### config.mk
export PLATFORM = sky130hd
export DESIGN_NAME = ffiw_ctrl
export DESIGN_NICKNAME = d
export VERILOG_FILES = /design/src/rtl/ffiw_pkg.sv /design/src/rtl/ffiw_ctrl.sv
export SDC_FILE = /design/constraint.sdc
export NUM_CORES = 1
export LEC_CHECK = 0
export ABC_AREA = 1
export BUFFER_PORTS_ARGS = -buffer_cell sky130_fd_sc_hd__buf_2
export CORE_MARGIN = 1
export CORE_UTILIZATION = 47
export CTS_CLUSTER_DIAMETER = 40
export CTS_CLUSTER_SIZE = 10
export DETAILED_ROUTE_END_ITERATION = 6
export PLACE_DENSITY_LB_ADDON = 0.08
export SETUP_SLACK_MARGIN = 0.3
export SYNTH_ARGS = -nofsm -noshare
export SYNTH_HDL_FRONTEND = slang
export SYNTH_SLANG_ARGS = --single-unit
### constraint.sdc
create_clock -name clk -period 1.33 [get_ports clk]
set_input_delay 0.0665 -clock clk [delete_from_list [all_inputs] [get_ports clk]]
set_output_delay 0.0665 -clock clk [all_outputs]
set_load 0.005 [all_outputs]
### src/rtl/ffiw_pkg.sv
// ---------------------------------------------------------------------------
// ffiw_pkg: shared types and constants of the interpolating wavetable filter
// Item codes, field layout of the stream words, arithmetic widths, and the
// command and status groups between the controller and the datapath.
// ---------------------------------------------------------------------------
package ffiw_pkg;

	// item codes carried in the input tuser
	typedef enum logic [1:0] {
		OP_WR_SAMPLE = 2'd0,
		OP_WR_COEF   = 2'd1,
		OP_SWAP      = 2'd2,
		OP_COMPUTE   = 2'd3
	} op_t;

	// input stream layout
	localparam int IN_DATA_W  = 56;
	localparam int IN_USER_W  = 2;
	localparam int ADDR_W     = 11;
	localparam int TAP_W      = 6;
	localparam int VAL_W      = 16;
	localparam int RATIO_W    = 16;
	localparam int ADDR_LSB   = 0;
	localparam int TAP_LSB    = ADDR_LSB + ADDR_W;
	localparam int VAL_LSB    = TAP_LSB + TAP_W;
	localparam int RATIO_LSB  = VAL_LSB + VAL_W;

	// output stream layout
	localparam int OUT_DATA_W = 16;

	// arithmetic widths, sized for the largest tap count (64 folded taps)
	localparam int PAIR_W     = VAL_W + 1;
	localparam int DIFF_W     = VAL_W + 2;
	localparam int PROD0_W    = VAL_W + PAIR_W;
	localparam int PRODD_W    = VAL_W + DIFF_W;
	localparam int ACC0_W     = 40;
	localparam int ACC1_W     = 41;
	localparam int SPLIT_W    = 21;
	localparam int MUL_W      = 37;
	localparam int TOT_W      = 59;
	localparam int RND_SHIFT  = 31;
	localparam int SH_W       = TOT_W - RND_SHIFT;

	// controller to datapath
	typedef struct packed {
		logic load;
		logic reduce;
		logic wr_sample;
		logic wr_coef;
		logic swap;
		logic start;
		logic issue;
		logic first;
		logic shift_prev;
		logic pair_en;
		logic centre;
		logic mul_en;
		logic acc_en;
		logic fin1;
		logic fin2;
		logic fin3;
		logic out_load;
	} cmd_t;

	// datapath to controller
	typedef struct packed {
		logic addr_big;
		op_t  op;
		logic out_free;
	} sts_t;

endpackage

### src/rtl/ffiw_ctrl.sv
// ---------------------------------------------------------------------------
// ffiw_ctrl: sequencing of the interpolating wavetable filter
// Accepts items, folds the address into the table, dispatches writes and
// bank swaps, and walks the folded taps of a compute through the datapath.
// ---------------------------------------------------------------------------
module ffiw_ctrl #(
	parameter int TAPS = 31
) (
	input  logic            clk,
	input  logic            arst_n,
	input  logic            in_valid,
	output logic            in_ready,
	input  ffiw_pkg::sts_t  sts,
	output ffiw_pkg::cmd_t  cmd
);
	import ffiw_pkg::*;

	localparam int HALF_TAPS = TAPS / 2;
	localparam int K_W       = $clog2(HALF_TAPS + 2);
	localparam logic [K_W-1:0] K_LAST = K_W'(HALF_TAPS + 1);

	typedef enum logic [8:0] {
		ST_IDLE  = 9'b000000001,
		ST_EXEC  = 9'b000000010,
		ST_RUN   = 9'b000000100,
		ST_DRAIN = 9'b000001000,
		ST_FIN1  = 9'b000010000,
		ST_FIN2  = 9'b000100000,
		ST_FIN3  = 9'b001000000,
		ST_FIN4  = 9'b010000000,
		ST_SPARE = 9'b100000000
	} state_t;

	state_t         state_q, state_d;
	logic [K_W-1:0] k_q;
	logic           iss_s1, first_s1, centre_s1, mul_v_s2, acc_v_s3;

	assign in_ready = (state_q == ST_IDLE);

	// next state and commands
	always_comb begin
		cmd     = '0;
		state_d = state_q;
		case (state_q)
			ST_IDLE: begin
				if (in_valid) begin
					cmd.load = 1'b1;
					state_d  = ST_EXEC;
				end
			end
			ST_EXEC: begin
				if (sts.addr_big) begin
					cmd.reduce = 1'b1;
				end else begin
					case (sts.op)
						OP_WR_SAMPLE: begin
							cmd.wr_sample = 1'b1;
							state_d       = ST_IDLE;
						end
						OP_WR_COEF: begin
							cmd.wr_coef = 1'b1;
							state_d     = ST_IDLE;
						end
						OP_SWAP: begin
							cmd.swap = 1'b1;
							state_d  = ST_IDLE;
						end
						OP_COMPUTE: begin
							cmd.start = 1'b1;
							state_d   = ST_RUN;
						end
						default: state_d = ST_IDLE;
					endcase
				end
			end
			ST_RUN: begin
				cmd.issue = 1'b1;
				cmd.first = (k_q == '0);
				if (k_q == K_LAST) begin
					state_d = ST_DRAIN;
				end
			end
			ST_DRAIN: begin
				// last accumulate happens at this edge when only it is pending
				if (!iss_s1 && !mul_v_s2) begin
					state_d = ST_FIN1;
				end
			end
			ST_FIN1: begin
				cmd.fin1 = 1'b1;
				state_d  = ST_FIN2;
			end
			ST_FIN2: begin
				cmd.fin2 = 1'b1;
				state_d  = ST_FIN3;
			end
			ST_FIN3: begin
				cmd.fin3 = 1'b1;
				state_d  = ST_FIN4;
			end
			ST_FIN4: begin
				if (sts.out_free) begin
					cmd.out_load = 1'b1;
					state_d      = ST_IDLE;
				end
			end
			default: state_d = ST_IDLE;
		endcase
		// tap pipeline enables
		cmd.shift_prev = iss_s1;
		cmd.pair_en    = iss_s1 & ~first_s1;
		cmd.centre     = centre_s1;
		cmd.mul_en     = mul_v_s2;
		cmd.acc_en     = acc_v_s3;
	end

	// state, tap counter and pipeline valid flags
	always_ff @(posedge clk or negedge arst_n) begin
		if (!arst_n) begin
			state_q   <= ST_IDLE;
			k_q       <= '0;
			iss_s1    <= 1'b0;
			first_s1  <= 1'b0;
			centre_s1 <= 1'b0;
			mul_v_s2  <= 1'b0;
			acc_v_s3  <= 1'b0;
		end else begin
			state_q <= state_d;
			if (cmd.start) begin
				k_q <= '0;
			end else if (cmd.issue) begin
				k_q <= k_q + 1'b1;
			end
			iss_s1    <= cmd.issue;
			first_s1  <= cmd.first;
			centre_s1 <= cmd.issue && (k_q == K_LAST);
			mul_v_s2  <= cmd.pair_en;
			acc_v_s3  <= mul_v_s2;
		end
	end

endmodule

==> metrics, run 1 <==
status=stopped before the end; stopping stage=global routing (5_1_grt); Run Error=[ERROR GRT-0232] Routing congestion too high. Check the congestion heatmap in the GUI.; Seq/Total Area, Yosys=0.423; register bit total from synthesis=18; die width=approximately 50 um; # rows=16; Die Y-Extent=between 40 and 50 um; clock sinks=18; Yosys cell types=23; CTS Buffer Depth=2; gpl congestion=0.839; clk root buf=clkbuf_4; DP Wirelength=1.80 mm; cells after synthesis=approximately 150; Placed Area=~1400 um2; placed cells=approximately 210; gr ovfl total=4; Syn Nets=~160; leading area contributor after synthesis=dfrtp_1; Synth Warn #=0; Starting Density=0.523; I/O pin count=25; dominant cells by area after synthesis=dfrtp_1, nand2_1, inv_1, nor2_1, nand3_1; H-tree Lvls=1; gr usage total=0.543; PortBufs=24; Worst End Pin Type=output port; largest net degree at the start of global routing=19; Cell Area, Synth=about 1100 um2; Avg Inst Size Synth=approximately 7.3 um2; post-GRT worst EP=cmd[9]; CTS buffer count=3; share of the synthesized area in the top cell type=0.399
Yosys cell counts, drive strengths merged:
cell   instances
nor3           7
inv           30
nand4          1
nor4           2
dfrtp         17
or2            1
buf            4
nor2          22
nand3         10
nand2         43
o21ai          4
xor2           1
dfstp          1
ha             2
a21oi          1
cells by family after synthesis:
group,after synthesis,synth area share
AOI/OAI and AO/OA,5,0.0234
adders and majority gates,2,0.0234
and+or+nand+nor,86,0.388
buffers and inverters,34,0.134
DFF,18,0.423
xor gates and xnor gates,1,0.00821
per-stage QoR:
| stage | setup WS, ns | util | setup TNS [ns] |
|---|---|---|---|
| 4_1_cts | -0.230 | 0.842 | -3.01 |
| 3_3_place_gp | -0.0638 | 0.663 | -0.259 |
| 3_5_place_dp | -0.100 | 0.663 | -0.457 |
| 2_1_floorplan | 0.108 | - | 0 |
per-layer routing:
| metal | track usage | GRT overflow |
|---|---|---|
| met5 | 0 | 0 |
| met4 | 0.562 | 3 |
| met3 | 0.265 | 0 |
| met2 | 0.777 | 1 |
| met1 | 0.552 | 0 |
what timing repair did:
item / CTS
buffers inserted: 15
gates resized for setup: 59
endpoints found under the hold margin: 17
pin swaps: 9
hold buffers: 1
setup endpoints to repair: 30
==> inputs of run 2 (changes only) <==
- CORE_AREA: not set -> 2 2 63 65
- CORE_MARGIN: 1 -> not set
- CORE_UTILIZATION: 47 -> not set
- CTS_CLUSTER_DIAMETER: 40 -> not set
- CTS_CLUSTER_SIZE: 10 -> not set
- DIE_AREA: not set -> 0 0 65 67
- PLACE_DENSITY_LB_ADDON: 0.08 -> 0.15
- SETUP_SLACK_MARGIN: 0.3 -> not set
- clock period: 1.33 -> 1.7 ns (I/O delays scaled with it)
==> run 2 against run 1 <==
  * The run now ends clean
  * Synthesized cell count is the same
  * Synthesized area unchanged
==> metrics, run 2 <==
Top Registers=state_q x8, k_q x5; critical path, cell by cell=inv_2 > nand2_4 > nor2_8 > nand2_2 > nor2_2 > nand2_1 > inv_1 > buf_2; cells after synthesis=146 (unchanged); die width=65 um (+31%); Pins Over Slew Limit=0; reg-to-reg startpoint=state_q[1]$_DFFE_PN0P_; fmax=about 630 MHz; PortBufs=24 (unchanged); CTS tree=built; Tcrit/Tclk final=0.940; Final Util=0.357; post-route insts no fill=roughly 220; Slew @ Worst Pin=between 0.4 and 0.5 ns; # rows=22 (+6); Crit. End Element=output port; reg-to-reg slack, setup=0.27 ns; Avg Inst Size Synth=7.31 um2 (unchanged); Cell Area, Synth=1070 um2 (unchanged); Top reg by flops=state_q; most common cell in the netlist=nand2_1; leading area contributor after synthesis=dfrtp_1; gpl congestion=0.751 (-10%); Final Setup Violations=0; Setup Skew=between 0.004 and 0.005 ns; clk root buf=clkbuf_8; initial antenna violation count=0; worst hold path type=in -> reg; largest net degree at the start of global routing=19; DP Wirelength=1.86 mm (+3.8%); H-tree Lvls=1 (unchanged); max_cap viols=0; wire length per cell=~10 um; Min-Delay Endpoint=state_q[0]$_DFFE_PN1P_; Via density=about 4.2; status=finished clean; register bit total from synthesis=18 (unchanged); Worst-path clk slew=~0.07 ns; final WL=between 2 and 2.5 mm; Synth Warn #=0 (unchanged); Hold Fails Final Rpt=0; antenna-violating nets left=0; Critical Path AT=roughly 1.5 ns; CTS buffer count=3 (unchanged); Seq/Total Area, Yosys=0.423 (unchanged); crit start category=flop; Syn Nets=155 (unchanged); CP Class=reg -> out; largest fanout on the critical path=5; Filler Cells Inserted=398; Fin Setup TNS=0 ns; most common cell after layout, fill and taps aside=nand2_1; Area Overhead vs Synth=20.6%; I/O pin count=25 (unchanged); vias in the first global route=906; Critical Path RT=1.62 ns; share of the synthesized area in the top cell type=0.399 (unchanged); worst hold start=in_valid; crit path time final=~1.6 ns; Yosys cell types=23 (unchanged); commonest non-fill, non-tap cells in the layout=nand2_1, inv_1, buf_2, nor2_1, dfrtp_1; worst skew pair latency=between 0.2 and 0.3 ns; share of cells above drive strength 1=0.281; Placed Area=1220 um2 (-10%); slew margin rel.=0.732; Hold Crit Depth=4; Leakage=0.000798 uW; RSZ-0062 raised after global routing=no; DR vias=between 900 and 1000; clock sinks=18 (unchanged); # DRC=0; Synth Flop Type=dfrtp_1; core footprint=around 3600 um2; crit path from=state_q[4]$_DFFE_PN0P_; gr ovfl total=0; Starting Density=0.296 (-0.227); Die ar.=between 4000 and 5000 um2; Async S/R FF share, synth=1.00 (unchanged); placed cells=214 (+0.94%); slowest stage delay, CP=0.41 ns; maximum vdd drop=~530 uV; first-pass GRT wire length=3.87 mm; final instance area=approximately 1300 um2; gr usage total=0.115; drt initial violations=22; Die Y-Extent=67 um (+35%); CTS Buffer Depth=2 (unchanged); worst reg2reg path depth=8; dominant cells by area after synthesis=dfrtp_1, nand2_1, inv_1, nor2_1, nand3_1; synth cell count leaders=nand2_1, inv_1, nor2_1; Layout Nets=roughly 180; n_diodes=0; final setup margin=between 0.1 and 0.15 ns; max reg flops=8; Place WS=0.285 ns (+0.386 ns); Pwr Density=approximately 1100 nW/um2; 1st-pass router iterations=4; FF-to-FF End=state_q[3]$_DFFE_PN0P_; slowest CP cell=dfrtp_1; Post-synth EDFFs=0 (unchanged)
[run 2: cell counts after synthesis]
No cell type changed its count.
[run 2: critical path: cells and delay by family (launching register included)]
| family | cells | cell delay (ns) |
|---|---|---|
| DFF | 1 | 0.41 |
| buffers and inverters | 3 | 0.28 |
| and+or+nand+nor | 5 | 0.57 |
[run 2: area by class of cell]
cell class                 instances  area, um2  area share
inverter                          30        113      0.0875
sequential                        18        452       0.351
clock buffer                       4       55.1      0.0428
timing repair buffer              25        130       0.101
tap                               48       60.1      0.0466
multi-input combinational         94        478       0.371
[run 2: cells by family after synthesis]
kind of cell             synth area share
buffers and inverters               0.134
AND/OR/NAND/NOR                     0.388
XOR/XNOR                          0.00821
AO/OA/AOI/OAI                      0.0234
flip-flops                          0.423
adder cells (fa/ha/maj)            0.0234
[run 2: report_power, final]
group	switching, uW	internal, uW	total [uW]
Sequential	48.6	510	559
Combinational	326	175	501
Clock	141	205	346
[run 2: stage by stage]
step | power, uW | hold WS [ns]
floorplan | 924 | -0.211
global placement | 1050 | 0.0386
detailed placement | 1060 | 0.0433
CTS | 1410 | 0.104
global route | 1530 | 0.146
finish | 1410 | 0.109
[run 2: routing by layer]
layer | track usage | routed length [um]
met1 | 0.143 | 1070
met2 | 0.210 | 1090
met3 | 0.0186 | 109
met4 | 0.0239 | 19
met5 | 0 | 0
[run 2: worst max path at each step]
stage	endpoint	cells after the start	slack (ns)
after floorplan	state_q[1]$_DFFE_PN0P_	8	0.43
after global placement	state_q[2]$_DFFE_PN0P_	8	0.25
after detailed placement	state_q[2]$_DFFE_PN0P_	8	0.29
after CTS	cmd[11]	8	0.05
after global routing	cmd[3]	6	0.02
final	cmd[11]	8	0.10
[run 2: what timing repair did]
item | CTS | global route
hold buffers | 1 | 0
gates resized for setup | 0 | 2
setup endpoints to repair | 0 | 1
hold endpoints to repair | 17 | 0
setup buffers | 0 | 0
(Power assumes the default switching activity.)
